### config.mk
export PLATFORM = sky130hd
export DESIGN_NAME = link_session_state_machine_unit
export DESIGN_NICKNAME = d
export VERILOG_FILES = /design/src/rtl/lssm_pkg.sv /design/src/rtl/lssm_core.sv /design/src/rtl/link_session_state_machine_unit.sv
export SDC_FILE = /design/constraint.sdc
export NUM_CORES = 1
export LEC_CHECK = 0
export BUFFER_PORTS_ARGS = -buffer_cell sky130_fd_sc_hd__buf_4
export CAP_MARGIN = 20
export CORE_MARGIN = 8
export CORE_UTILIZATION = 60
export CTS_CLUSTER_DIAMETER = 60
export DETAILED_ROUTE_END_ITERATION = 16
export GPL_TIMING_DRIVEN = 1
export HOLD_SLACK_MARGIN = 0.12
export PLACE_DENSITY = 0.86
export SYNTH_ARGS = -nofsm -noshare
export SYNTH_HDL_FRONTEND = slang
export SYNTH_SLANG_ARGS = --single-unit
### constraint.sdc
create_clock -name clock -period 7.33 [get_ports clock]
set_input_delay 0.733 -clock clock [delete_from_list [all_inputs] [get_ports clock]]
set_output_delay 0.733 -clock clock [all_outputs]
set_load 0.1 [all_outputs]
### src/rtl/lssm_pkg.sv
// lssm_pkg: types, codes and helper functions for the link session controller
// shared by lssm_core, link_session_state_machine_unit and lssm_checker; no dependencies
`default_nettype none

package lssm_pkg;

   // command codes of an input item
   typedef enum logic [2:0] {
      CMD_TICK       = 3'd0,
      CMD_FRAME      = 3'd1,
      CMD_START_DL   = 3'd2,
      CMD_ABORT      = 3'd3,
      CMD_RESET      = 3'd4,
      CMD_UL_OFFERED = 3'd5,
      CMD_QUERY      = 3'd6,
      CMD_SPARE      = 3'd7
   } cmd_type;

   // session phase, one-hot
   typedef enum logic [8:0] {
      PH_IDLE    = 9'b000000001,
      PH_WAITREQ = 9'b000000010,
      PH_DLBUSY  = 9'b000000100,
      PH_DLDONE  = 9'b000001000,
      PH_ULOFFER = 9'b000010000,
      PH_ULBUSY  = 9'b000100000,
      PH_ULDONE  = 9'b001000000,
      PH_ABORTED = 9'b010000000,
      PH_ERROR   = 9'b100000000
   } phase_type;

   // what the session is waiting for, one-hot
   typedef enum logic [4:0] {
      WK_NONE    = 5'b00001,
      WK_REQ     = 5'b00010,
      WK_DLCONF  = 5'b00100,
      WK_ULHDR   = 5'b01000,
      WK_ULPARTS = 5'b10000
   } wait_kind_type;

   // reported session state codes
   localparam logic [3:0] ST_IDLE    = 4'd0;
   localparam logic [3:0] ST_WAITREQ = 4'd1;
   localparam logic [3:0] ST_DLBUSY  = 4'd2;
   localparam logic [3:0] ST_DLDONE  = 4'd3;
   localparam logic [3:0] ST_ULOFFER = 4'd4;
   localparam logic [3:0] ST_ULBUSY  = 4'd5;
   localparam logic [3:0] ST_ULDONE  = 4'd6;
   localparam logic [3:0] ST_ABORTED = 4'd7;
   localparam logic [3:0] ST_ERROR   = 4'd8;

   // event codes
   localparam logic [2:0] EV_NONE       = 3'd0;
   localparam logic [2:0] EV_TIMEOUT    = 3'd1;
   localparam logic [2:0] EV_STATUS_ERR = 3'd2;
   localparam logic [2:0] EV_HEADER_ERR = 3'd3;
   localparam logic [2:0] EV_UNEXP_HDR  = 3'd4;
   localparam logic [2:0] EV_UL_DONE    = 3'd5;

   // frame type ids
   localparam logic [7:0] TY_REQ_TX     = 8'd3;
   localparam logic [7:0] TY_HEADER     = 8'd5;
   localparam logic [7:0] TY_PART_REQ   = 8'd7;
   localparam logic [7:0] TY_PART       = 8'd9;
   localparam logic [7:0] TY_PART_CONF  = 8'd10;
   localparam logic [7:0] TY_MSG_CONF   = 8'd11;
   localparam logic [7:0] TY_STATUS_UPD = 8'd13;

   // configuration register indexes and reset values
   localparam logic CSR_TIMEOUT   = 1'b0;
   localparam logic CSR_MAX_RETRY = 1'b1;
   localparam logic [31:0] TIMEOUT_RESET   = 32'd2000;
   localparam logic [3:0]  MAX_RETRY_RESET = 4'd3;

   // one input item
   typedef struct packed {
      cmd_type     command;
      logic [31:0] now_ms;
      logic [7:0]  rx_type;
      logic [7:0]  rx_status;
      logic [31:0] message_id;
      logic        uplink_message_complete;
   } item_type;

   // session context
   typedef struct packed {
      phase_type     phase;
      wait_kind_type wait_kind;
      logic [3:0]    retry_count;
      logic [31:0]   wait_start;
      logic          frame_pending;
      logic [7:0]    last_type;
      logic [7:0]    last_status;
      logic [31:0]   last_frame_id;
      logic [31:0]   downlink_id;
   } ctx_type;

   // context after reset or a reset command
   function automatic ctx_type ctx_clear();
      ctx_type c;
      c.phase         = PH_IDLE;
      c.wait_kind     = WK_NONE;
      c.retry_count   = 4'd0;
      c.wait_start    = 32'd0;
      c.frame_pending = 1'b0;
      c.last_type     = 8'd0;
      c.last_status   = 8'd0;
      c.last_frame_id = 32'd0;
      c.downlink_id   = 32'd0;
      return c;
   endfunction

   // enter a new wait: drop frame history, restart timer and retries
   function automatic ctx_type begin_wait(ctx_type c, wait_kind_type kind,
                                          logic [31:0] now);
      ctx_type r;
      r               = c;
      r.wait_kind     = kind;
      r.retry_count   = 4'd0;
      r.frame_pending = 1'b0;
      r.last_type     = 8'd0;
      r.last_status   = 8'd0;
      r.last_frame_id = 32'd0;
      r.wait_start    = now;
      return r;
   endfunction

   // one-hot phase to reported code
   function automatic logic [3:0] phase_code(phase_type ph);
      logic [3:0] code;
      case (ph)
         PH_IDLE:    code = ST_IDLE;
         PH_WAITREQ: code = ST_WAITREQ;
         PH_DLBUSY:  code = ST_DLBUSY;
         PH_DLDONE:  code = ST_DLDONE;
         PH_ULOFFER: code = ST_ULOFFER;
         PH_ULBUSY:  code = ST_ULBUSY;
         PH_ULDONE:  code = ST_ULDONE;
         PH_ABORTED: code = ST_ABORTED;
         PH_ERROR:   code = ST_ERROR;
         default:    code = ST_IDLE;
      endcase
      return code;
   endfunction

endpackage

`default_nettype wire

### src/rtl/lssm_core.sv
// lssm_core: next session context and event code for one item
// uses lssm_pkg; purely combinational, registered by the top level
`default_nettype none

module lssm_core (
   input  wire lssm_pkg::ctx_type  cur,
   input  wire lssm_pkg::item_type item,
   input  wire logic [31:0]        timeout_ms,
   input  wire logic [3:0]         max_retry,
   output lssm_pkg::ctx_type       nxt,
   output logic [2:0]              event_code
);

   logic [31:0] elapsed;
   logic        timed_out;
   logic        can_retry;
   logic        do_timer;
   logic        status_bad;
   logic        id_match;

   // timer and retry checks
   assign elapsed    = item.now_ms - cur.wait_start;
   assign timed_out  = (elapsed >= timeout_ms);
   assign can_retry  = (cur.retry_count < max_retry);
   assign status_bad = (cur.last_status != 8'd0);
   assign id_match   = (cur.downlink_id == 32'd0) || (cur.last_frame_id == 32'd0) ||
                       (cur.last_frame_id == cur.downlink_id);

   // command decode and session transitions
   always_comb begin
      nxt        = cur;
      event_code = lssm_pkg::EV_NONE;
      do_timer   = 1'b0;
      case (item.command)
         lssm_pkg::CMD_TICK: begin
            case (cur.phase)
               lssm_pkg::PH_WAITREQ: begin
                  if (cur.wait_kind == lssm_pkg::WK_REQ) begin
                     if (!cur.frame_pending) begin
                        do_timer = 1'b1;
                     end else begin
                        nxt.frame_pending = 1'b0;
                        if (cur.last_type == lssm_pkg::TY_REQ_TX && !status_bad) begin
                           nxt = lssm_pkg::begin_wait(nxt, lssm_pkg::WK_DLCONF,
                                                      item.now_ms);
                           nxt.phase = lssm_pkg::PH_DLBUSY;
                        end else if (status_bad) begin
                           nxt.wait_kind = lssm_pkg::WK_NONE;
                           nxt.phase     = lssm_pkg::PH_ERROR;
                        end
                     end
                  end
               end
               lssm_pkg::PH_DLBUSY: begin
                  if (cur.wait_kind == lssm_pkg::WK_DLCONF) begin
                     if (!cur.frame_pending) begin
                        do_timer = 1'b1;
                     end else begin
                        nxt.frame_pending = 1'b0;
                        if (status_bad) begin
                           if (cur.last_type != lssm_pkg::TY_PART_CONF) begin
                              nxt.wait_kind = lssm_pkg::WK_NONE;
                              nxt.phase     = lssm_pkg::PH_ERROR;
                              if (cur.last_type == lssm_pkg::TY_STATUS_UPD) begin
                                 event_code = lssm_pkg::EV_STATUS_ERR;
                              end
                           end else begin
                              nxt.wait_start = item.now_ms;
                           end
                        end else if (cur.last_type == lssm_pkg::TY_MSG_CONF) begin
                           if (id_match) begin
                              nxt.wait_kind = lssm_pkg::WK_NONE;
                              nxt.phase     = lssm_pkg::PH_DLDONE;
                           end else begin
                              nxt.wait_start = item.now_ms;
                           end
                        end else if (cur.last_type == lssm_pkg::TY_PART_REQ ||
                                     cur.last_type == lssm_pkg::TY_PART_CONF ||
                                     cur.last_type == lssm_pkg::TY_STATUS_UPD) begin
                           nxt.wait_start = item.now_ms;
                        end
                     end
                  end
               end
               lssm_pkg::PH_DLDONE, lssm_pkg::PH_ULDONE: begin
                  nxt.phase = lssm_pkg::PH_IDLE;
               end
               lssm_pkg::PH_ULOFFER: begin
                  if (cur.wait_kind == lssm_pkg::WK_ULHDR) begin
                     if (!cur.frame_pending) begin
                        do_timer = 1'b1;
                     end else begin
                        nxt.frame_pending = 1'b0;
                        if (cur.last_type == lssm_pkg::TY_HEADER && !status_bad) begin
                           nxt = lssm_pkg::begin_wait(nxt, lssm_pkg::WK_ULPARTS,
                                                      item.now_ms);
                           nxt.phase = lssm_pkg::PH_ULBUSY;
                        end else if (status_bad) begin
                           nxt.wait_kind = lssm_pkg::WK_NONE;
                           nxt.phase     = lssm_pkg::PH_ERROR;
                           event_code    = lssm_pkg::EV_HEADER_ERR;
                        end
                     end
                  end
               end
               lssm_pkg::PH_ULBUSY: begin
                  if (cur.wait_kind == lssm_pkg::WK_ULPARTS) begin
                     if (!cur.frame_pending) begin
                        do_timer = 1'b1;
                     end else begin
                        nxt.frame_pending = 1'b0;
                        if (cur.last_type == lssm_pkg::TY_PART) begin
                           if (status_bad) begin
                              nxt.wait_start = item.now_ms;
                           end else if (item.uplink_message_complete) begin
                              nxt.wait_kind = lssm_pkg::WK_NONE;
                              nxt.phase     = lssm_pkg::PH_ULDONE;
                              event_code    = lssm_pkg::EV_UL_DONE;
                           end
                        end else if (cur.last_type == lssm_pkg::TY_HEADER) begin
                           nxt.wait_kind = lssm_pkg::WK_NONE;
                           nxt.phase     = lssm_pkg::PH_ERROR;
                           event_code    = lssm_pkg::EV_UNEXP_HDR;
                        end
                     end
                  end
               end
               default: begin
               end
            endcase

            // wait timer: retry or give up
            if (do_timer && timed_out) begin
               if (can_retry) begin
                  nxt.retry_count = cur.retry_count + 4'd1;
                  nxt.wait_start  = item.now_ms;
               end else begin
                  nxt.wait_kind = lssm_pkg::WK_NONE;
                  nxt.phase     = lssm_pkg::PH_ERROR;
                  event_code    = lssm_pkg::EV_TIMEOUT;
               end
            end
         end
         lssm_pkg::CMD_FRAME: begin
            nxt.last_type     = item.rx_type;
            nxt.last_status   = item.rx_status;
            nxt.last_frame_id = item.message_id;
            nxt.frame_pending = 1'b1;
            if (cur.wait_kind != lssm_pkg::WK_NONE) begin
               nxt.wait_start = item.now_ms;
            end
         end
         lssm_pkg::CMD_START_DL: begin
            nxt             = lssm_pkg::begin_wait(cur, lssm_pkg::WK_REQ, item.now_ms);
            nxt.downlink_id = item.message_id;
            nxt.phase       = lssm_pkg::PH_WAITREQ;
         end
         lssm_pkg::CMD_ABORT: begin
            nxt.wait_kind = lssm_pkg::WK_NONE;
            nxt.phase     = lssm_pkg::PH_ABORTED;
         end
         lssm_pkg::CMD_RESET: begin
            nxt = lssm_pkg::ctx_clear();
         end
         lssm_pkg::CMD_UL_OFFERED: begin
            if (cur.phase == lssm_pkg::PH_IDLE || cur.phase == lssm_pkg::PH_DLDONE ||
                cur.phase == lssm_pkg::PH_ABORTED || cur.phase == lssm_pkg::PH_ERROR ||
                cur.phase == lssm_pkg::PH_ULDONE) begin
               nxt       = lssm_pkg::begin_wait(cur, lssm_pkg::WK_ULHDR, item.now_ms);
               nxt.phase = lssm_pkg::PH_ULOFFER;
            end
         end
         default: begin
         end
      endcase
   end

endmodule

`default_nettype wire

### src/rtl/link_session_state_machine_unit.sv
// An accepted item goes into the input register, then its result into the result register;
// a result-channel stall can hold it in between. Throughput: one item per cycle while the
// result channel does not stall, set by the single context register loop through lssm_core.
// Synchronous active-high reset clears the session context and the valid flags of both
// pipeline stages; timeout_ms resets to 2000 and max_retry to 3. Uses lssm_pkg and lssm_core.
`default_nettype none

module link_session_state_machine_unit (
   input  wire logic        clock,
   input  wire logic        reset,
   // input item channel
   input  wire logic        req_valid,
   output logic             req_stall,
   input  wire logic [2:0]  req_command,
   input  wire logic [31:0] req_now_ms,
   input  wire logic [7:0]  req_rx_type,
   input  wire logic [7:0]  req_rx_status,
   input  wire logic [31:0] req_message_id,
   input  wire logic        req_uplink_message_complete,
   // result channel
   output logic             rsp_valid,
   input  wire logic        rsp_stall,
   output logic [3:0]       rsp_session_state,
   output logic [3:0]       rsp_retries_used,
   output logic [2:0]       rsp_event_code,
   // configuration write port
   input  wire logic        csr_wr_en,
   input  wire logic        csr_index,
   input  wire logic [31:0] csr_wdata
);

   logic                s1_valid_ff;
   lssm_pkg::item_type  s1_item_ff;
   lssm_pkg::item_type  s1_item_in;
   lssm_pkg::ctx_type   ctx_ff;
   lssm_pkg::ctx_type   ctx_in;
   logic [2:0]          event_in;
   logic [31:0]         timeout_ff;
   logic [3:0]          max_retry_ff;
   logic                rsp_valid_ff;
   logic [3:0]          state_ff;
   logic [3:0]          retries_ff;
   logic [2:0]          event_ff;
   logic                out_free;
   logic                advance;
   logic                accept;

   // handshake
   assign out_free  = !rsp_valid_ff || !rsp_stall;
   assign advance   = s1_valid_ff && out_free;
   assign req_stall = s1_valid_ff && !out_free;
   assign accept    = req_valid && !req_stall;

   assign s1_item_in.command                 = lssm_pkg::cmd_type'(req_command);
   assign s1_item_in.now_ms                  = req_now_ms;
   assign s1_item_in.rx_type                 = req_rx_type;
   assign s1_item_in.rx_status               = req_rx_status;
   assign s1_item_in.message_id              = req_message_id;
   assign s1_item_in.uplink_message_complete = req_uplink_message_complete;

   // session step logic
   lssm_core u_core (
      .cur        (ctx_ff),
      .item       (s1_item_ff),
      .timeout_ms (timeout_ff),
      .max_retry  (max_retry_ff),
      .nxt        (ctx_in),
      .event_code (event_in)
   );

   // control registers and session context
   always_ff @(posedge clock) begin
      if (reset) begin
         s1_valid_ff  <= 1'b0;
         rsp_valid_ff <= 1'b0;
         ctx_ff       <= lssm_pkg::ctx_clear();
         timeout_ff   <= lssm_pkg::TIMEOUT_RESET;
         max_retry_ff <= lssm_pkg::MAX_RETRY_RESET;
      end else begin
         if (accept) begin
            s1_valid_ff <= 1'b1;
         end else if (advance) begin
            s1_valid_ff <= 1'b0;
         end
         if (advance) begin
            rsp_valid_ff <= 1'b1;
            ctx_ff       <= ctx_in;
         end else if (!rsp_stall) begin
            rsp_valid_ff <= 1'b0;
         end
         if (csr_wr_en) begin
            case (csr_index)
               lssm_pkg::CSR_TIMEOUT:   timeout_ff   <= csr_wdata;
               lssm_pkg::CSR_MAX_RETRY: max_retry_ff <= csr_wdata[3:0];
               default: begin
               end
            endcase
         end
      end
   end

   // payload registers
   always_ff @(posedge clock) begin
      if (accept) begin
         s1_item_ff <= s1_item_in;
      end
      if (advance) begin
         state_ff   <= lssm_pkg::phase_code(ctx_in.phase);
         retries_ff <= ctx_in.retry_count;
         event_ff   <= event_in;
      end
   end

   assign rsp_valid         = rsp_valid_ff;
   assign rsp_session_state = state_ff;
   assign rsp_retries_used  = retries_ff;
   assign rsp_event_code    = event_ff;

endmodule

`default_nettype wire

==> impl_metrics.py, run 1 <==
metrics = {
    "run_status": {
        "run_status": "complete, no violations",
    },
    "global_route": {
        "antenna_found_initial": 0,
        "grt_first_pass_wirelength_um": 57800,
        "grt-busiest-layer": "met2",
        "use_met3_pct": 4.12,
        "grt_pass1_vias": 11300,
        "track_usage_pct": 24.9,
        "met2_usage_pct": 42.2,
        "met1_usage_pct": 30.5,
        "grt_overflow": 0,
        "grt_max_degree": 85,
    },
    "power": {
        "powerDensity_nw_per_um2": 235,
        "irDropWorstVdd_mv": 0.211,
        "leakagePower_nw": 5.92,
    },
    "logic_synthesis": {
        "synth-edff-count": 95,
        "syn-num-nets": 1667,
        "postSynthAreaPerCell_um2": 9.12,
        "synth_ff_type": "dfxtp_1",
        "synth_cell_types": 84,
        "syn_inst": 1475,
        "netlist_area_um2": 13500,
        "yosys_warnings": 0,
        "synth-async-reset-ratio_pct": 0,
        "synth_seq_area_share_pct": 46.3,
        "ys_seq_elements": 264,
    },
    "clock_tree": {
        "cts_resized": 0,
        "worstSkewPairLatency_ns": 0.57,
        "cts_sinks": 264,
        "cts_tree": "done",
        "cts_buffers": 29,
        "cts.htree.levels": 1,
        "cts_root_buf": "clkbuf_16",
        "cts_setup_buffers": 0,
        "cts_buffer_depth": 3,
        "ctsHoldBuffers": 0,
        "path_clk_slew_ns": 0.07,
    },
    "route": {
        "antenna_left": 0,
        "first_pass_iters": 5,
        "avgViaCountPerCell": 6.13,
        "route.detailed.drc": 0,
        "wirelength_um": 35900,
        "post_drt_wl_per_cell_um": 19.0,
        "dr_total_vias": 11600,
        "drt_iter0_drc": 1027,
    },
    "sta": {
        "timing.final.max_slew_violations": 0,
        "fmax_mhz": 161,
        "tns_ns": 0,
        "relSlewSlack_pct": 39.1,
        "hold_viol": 0,
        "rsz0062_at_grt": "no",
        "tightest_slew_ns": 0.914,
        "period_share_pct": 84.9,
        "setup_violations": 0,
        "fin_crit_ns": 6.23,
        "fin_worst_skew_ns": 0.0250,
    },
    "setup_path": {
        "crit_path_end_kind": "flop",
        "cp_max_fo": 6,
        "cp_top_family": "compound AO/OA/AOI/OAI gates",
        "crit_chain": "ha_1 -> nor2b_1 -> o21a_1 -> o21a_1 -> o41a_1 -> a41o_1 -> a221o_1 -> a21oi_1 -> o31a_1 -> nand2_1 -> xor2_1 -> ha_1 -> nand2_1 -> o21ai_0 -> a21oi_1 -> a2bb2oi_1 -> nand2_1 -> o21ai_1 -> o211ai_1 -> a211oi_1 -> o21ai_0 -> a2111oi_0",
        "crit_top_cell": "nand2_1",
        "reg2reg_from": "s1_item_ff[50]$_DFFE_PP_",
        "crit_required_ns": 7.61,
        "crit_start": "s1_item_ff[50]$_DFFE_PP_",
        "r2r_end": "rsp_session_state[0]$_DFFE_PP_",
        "cp_slowest_stage_delay_ns": 0.53,
        "crit_type": "flop to flop",
        "slowest_stage": "a2111oi_0",
        "reg2regPathDepth": 22,
        "cp-start-kind": "flop",
        "critPathBufInv": 0,
        "cp.arrival_ns": 6.51,
        "r2r_setup_slack_ns": 1.10,
    },
    "hold_path": {
        "hp-start": "req_now_ms[23]",
        "min_to": "s1_item_ff[72]$_DFFE_PP_",
        "hold_path.class": "input pin to flop",
        "min_delay_path_depth": 1,
    },
    "floorplan": {
        "fp.coreArea_um2": 22300,
        "dieArea_um2": 27500,
        "row_count": 55,
        "num_io_pins": 135,
        "fp.dieH_um": 166,
        "die_x_um": 166,
        "initial_core_util_pct": 60.4,
    },
    "cells_and_area": {
        "final_util_pct": 70.5,
        "layout_commonest_cell": "nand2_1",
        "fillers": 1686,
        "num-nets-final": 1777,
        "area.growth.synth_to_final_pct": 16.8,
        "num_antenna_cells": 0,
        "drive_above_1_share_pct": 14.6,
        "final_cell_mix": "nand2_1 (203), dfxtp_1 (169), a21oi_1 (167)",
    },
    "flow_run": {
        "drv_cap": 0,
    },
    "placed_design": {
        "io_buffers": 134,
        "gp_congestion": 0.922,
        "post-dp-hpwl_um": 24900,
    },
}
final cells by class:
type | instances | area (µm²) | area share, %
multi-input cells | 1058 | 6620 | 42.1
flip-flops and latches | 264 | 6240 | 39.7
repair buffers | 150 | 1160 | 7.35
clock buffers | 34 | 796 | 5.06
well taps | 285 | 357 | 2.27
inverters | 82 | 308 | 1.96
clock inverters | 20 | 249 | 1.58
routing by layer:
metal  wire length, µm  share of wire (%)  vias to the layer above
li1                  -                  -                     5553
met1             14500                 40                     5450
met2             17400                 48                      485
met3              2360                6.6                      123
met4              1650                4.6                        0
met5                 0                  0                        -
power breakdown:
group	switching [mW]	internal, mW
Sequential	0.0445	1.58
Clock	0.634	0.931
Combinational	0.296	0.205
Total	0.974	2.71
registers in the layout (all words and copies together) (netlist names):
name and cells:
s1_item_ff 84, timeout_ff 32, ctx_ff 131, rsp_retries_used 4, rsp_valid 1, rsp_event_code 3, s1_valid_ff 1, rsp_session_state 4
max_retry_ff 4
through the flow:
stage                     total power [mW]  setup slack (ns)  hold WS [ns]  area, µm²  instances
after floorplan                       1.99              1.62         0.432      13500       1475
after global placement                2.13              1.51         0.442      14600       1836
after detailed placement              2.14              1.17         0.447      14600       1836
after CTS                             3.69              1.13         0.327      15700       1890
after global routing                  3.82             0.642         0.323      15700       1893
final                                 3.69              1.10         0.336      15700       1893
kinds of logic (layout without fill, tap and decap cells):
kind of cell	Yosys count	after routing	synth area share [%]
AO/OA/AOI/OAI	381	381	18.3
multiplexers	5	5	0.372
flip-flops	264	264	46.3
AND/OR/NAND/NOR	537	537	19.4
XOR/XNOR	65	65	4.23
adder cells (fa/ha/maj)	70	70	6.56
buffers and inverters	153	286	4.77
cells in the mapped netlist (28+ instances only):
| library cell | instances | area (µm²) |
|---|---|---|
| a22o_1 | 31 | 272 |
| a21oi_1 | 168 | 841 |
| inv_1 | 81 | 304 |
| edfxtp_1 | 95 | 2850 |
| nand2_1 | 203 | 762 |
| a21o_1 | 28 | 210 |
| clkbuf_1 | 61 | 229 |
| dfxtp_1 | 169 | 3380 |
| nor2_1 | 79 | 297 |
| nand3_1 | 104 | 521 |
| o21ai_0 | 34 | 170 |
| ha_1 | 69 | 863 |
| xnor2_1 | 58 | 508 |
how the worst max path moves through the flow:
stage / end / slack [ns] / cells after the start
final: rsp_session_state[0]$_DFFE_PP_ / 1.10 / 22
after global routing: rsp_session_state[0]$_DFFE_PP_ / 0.64 / 22
after CTS: rsp_session_state[0]$_DFFE_PP_ / 1.13 / 22
after detailed placement: rsp_session_state[0]$_DFFE_PP_ / 1.17 / 22
after global placement: rsp_session_state[2]$_DFFE_PP_ / 1.51 / 21
after floorplan: s1_item_ff[0]$_DFFE_PP_ / 1.62 / 2
Note: power is estimated with default switching activity, not from simulation.
==> run 2, diff against run 1 <==
- CORE_UTILIZATION: 60 -> 54
- PLACE_DENSITY: 0.86 -> 0.82
- clock period: 7.33 -> 5.2 ns (I/O delays scaled with it)
==> impl_metrics.py, run 2 (synthesis gave the netlist of run 1 again) <==
metrics = {
    "floorplan": {
        "fp.dieH_um": 174,
        "row_count": 57,
        "dieArea_um2": 30200,
        "num_io_pins": 135,
        "initial_core_util_pct": 55.2,
        "die_x_um": 174,
        "fp.coreArea_um2": 24400,
    },
    "route": {
        "drt_iter0_drc": 957,
        "post_drt_wl_per_cell_um": 18.7,
        "avgViaCountPerCell": 5.95,
        "first_pass_iters": 6,
        "wirelength_um": 38300,
        "antenna_left": 0,
        "route.detailed.drc": 0,
        "dr_total_vias": 12200,
    },
    "clock_tree": {
        "cts_sinks": 264,
        "cts.htree.levels": 1,
        "worstSkewPairLatency_ns": 0.57,
        "cts_buffer_depth": 3,
        "cts_tree": "done",
        "cts_buffers": 29,
        "path_clk_slew_ns": 0.06,
        "cts_root_buf": "clkbuf_16",
    },
    "sta": {
        "rsz0062_at_grt": "yes",
        "fmax_mhz": 186,
        "hold_viol": 0,
        "timing.final.ws_setup_ns": -0.181,
        "relSlewSlack_pct": 36.3,
        "tns_ns": -3.07,
        "tightest_slew_ns": 0.956,
        "fin_worst_skew_ns": 0.0232,
        "period_share_pct": 103,
        "fin_crit_ns": 5.38,
        "setup_violations": 35,
        "timing.final.max_slew_violations": 0,
    },
    "cells_and_area": {
        "area.growth.synth_to_final_pct": 26.0,
        "regMostFlops": "ctx_ff",
        "layout_commonest_cell": "buf_4",
        "reg_top3": "ctx_ff (131), s1_item_ff (84), timeout_ff (32)",
        "final_cell_mix": "buf_4 (208), nand2_1 (199), dfxtp_1 (169)",
        "drive_above_1_share_pct": 19.1,
        "largest_register_ffs": 131,
        "num-nets-final": 1895,
    },
    "power": {
        "powerDensity_nw_per_um2": 304,
        "irDropWorstVdd_mv": 0.252,
        "leakagePower_nw": 6.45,
    },
    "global_route": {
        "grt_max_degree": 87,
        "grt_overflow": 0,
        "antenna_found_initial": 1,
        "track_usage_pct": 24.2,
        "grt_first_pass_wirelength_um": 61100,
        "grt_pass1_vias": 12000,
    },
    "flow_run": {
        "drv_cap": 0,
    },
    "setup_path": {
        "critPathBufInv": 0,
        "reg2regPathDepth": 22,
        "crit_path_end_kind": "flop",
        "reg2reg_from": "s1_item_ff[50]$_DFFE_PP_",
        "cp-start-kind": "flop",
        "cp_slowest_stage_delay_ns": 0.53,
        "cp.arrival_ns": 5.76,
        "r2r_setup_slack_ns": -0.18,
        "crit_type": "flop to flop",
        "slowest_stage": "or4_4",
        "cp_max_fo": 6,
        "crit_required_ns": 5.58,
        "cp_top_family": "compound AO/OA/AOI/OAI gates",
        "crit_chain": "ha_1 -> nor2b_1 -> o21a_1 -> o21a_1 -> o41a_1 -> a41o_1 -> a221o_1 -> a21oi_4 -> o21ai_0 -> a21oi_1 -> xnor2_1 -> ha_1 -> a21oi_2 -> o21ai_4 -> a311oi_2 -> nand4_1 -> nand2_2 -> o21a_4 -> nand2_2 -> a21o_1 -> or4_4 -> a311oi_2",
        "r2r_end": "rsp_session_state[2]$_DFFE_PP_",
    },
    "hold_path": {
        "min_to": "s1_item_ff[64]$_DFFE_PP_",
        "hp-start": "req_now_ms[15]",
        "min_delay_path_depth": 1,
        "hold_path.class": "input pin to flop",
    },
    "placed_design": {
        "gp_congestion": 0.915,
        "post-dp-hpwl_um": 25500,
        "io_buffers": 134,
        "dp_slack_ns": -0.482,
    },
    "run_status": {
        "violations": "setup timing",
        "run_status": "finished with violations",
    },
}
[run 2: stage by stage]
step | cells | power, mW | util, % | hold WS, ns | cell area, µm²
6_report | 2051 | 5.15 | 69.5 | 0.133 | 16900
2_1_floorplan | 1475 | 2.80 | - | 0.432 | 13500
3_3_place_gp | 1926 | 3.05 | 61.9 | 0.441 | 15100
5_1_grt | 2051 | 5.33 | 69.5 | 0.121 | 16900
3_5_place_dp | 1927 | 3.07 | 62.0 | 0.449 | 15100
4_1_cts | 2043 | 5.11 | 68.7 | 0.120 | 16700
[run 2: where the power goes]
part,switching (mW),leakage [nW],internal (mW)
clock network,0.857,0.463,1.14
logic,0.472,3.69,0.392
registers,0.0635,2.30,2.22
total,1.39,6.45,3.76
[run 2: worst max-delay path by stage]
stage                                   from                             end  slack [ns]  cells after the start
floorplan           s1_item_ff[50]$_DFFE_PP_  rsp_session_state[1]$_DFFE_PP_      0.0002                     22
global placement    s1_item_ff[50]$_DFFE_PP_  rsp_session_state[2]$_DFFE_PP_       -0.37                     21
detailed placement  s1_item_ff[50]$_DFFE_PP_  rsp_session_state[0]$_DFFE_PP_       -0.48                     21
CTS                 s1_item_ff[50]$_DFFE_PP_  rsp_session_state[1]$_DFFE_PP_       -0.15                     20
global route        s1_item_ff[50]$_DFFE_PP_  rsp_session_state[2]$_DFFE_PP_       -0.49                     22
finish              s1_item_ff[50]$_DFFE_PP_  rsp_session_state[2]$_DFFE_PP_       -0.18                     22
[run 2: repair_timing]
| action | 4_1_cts | 5_1_grt |
|---|---|---|
| setup endpoints to repair | 45 | 55 |
| gates cloned | 0 | 0 |
| hold buffers | 53 | 0 |
| buffers inserted | 9 | 5 |
| resized for setup | 19 | 30 |
| hold endpoints to repair | 53 | 0 |
| pin swaps | 23 | 14 |
[run 2: final cells by class]
| class | count | area, µm² |
|---|---|---|
| Antenna cell | 1 | 2.50 |
| Clock buffer | 44 | 853 |
| Clock inverter | 10 | 81.3 |
| Fill cell | 1825 | 7440 |
| Inverter | 82 | 308 |
| Multi-Input combinational cell | 1058 | 6830 |
| Sequential cell | 264 | 6240 |
| Tap cell | 324 | 405 |
| Timing Repair Buffer | 268 | 2230 |
[run 2: routing by layer]
metal  vias up  track usage, %  share of wire (%)
met3        97            3.86                6.0
met4         0            9.73                3.8
met5         -               0                  0
li1       5789               -                  -
met1      5831            28.7                 40
met2       496            42.9                 50
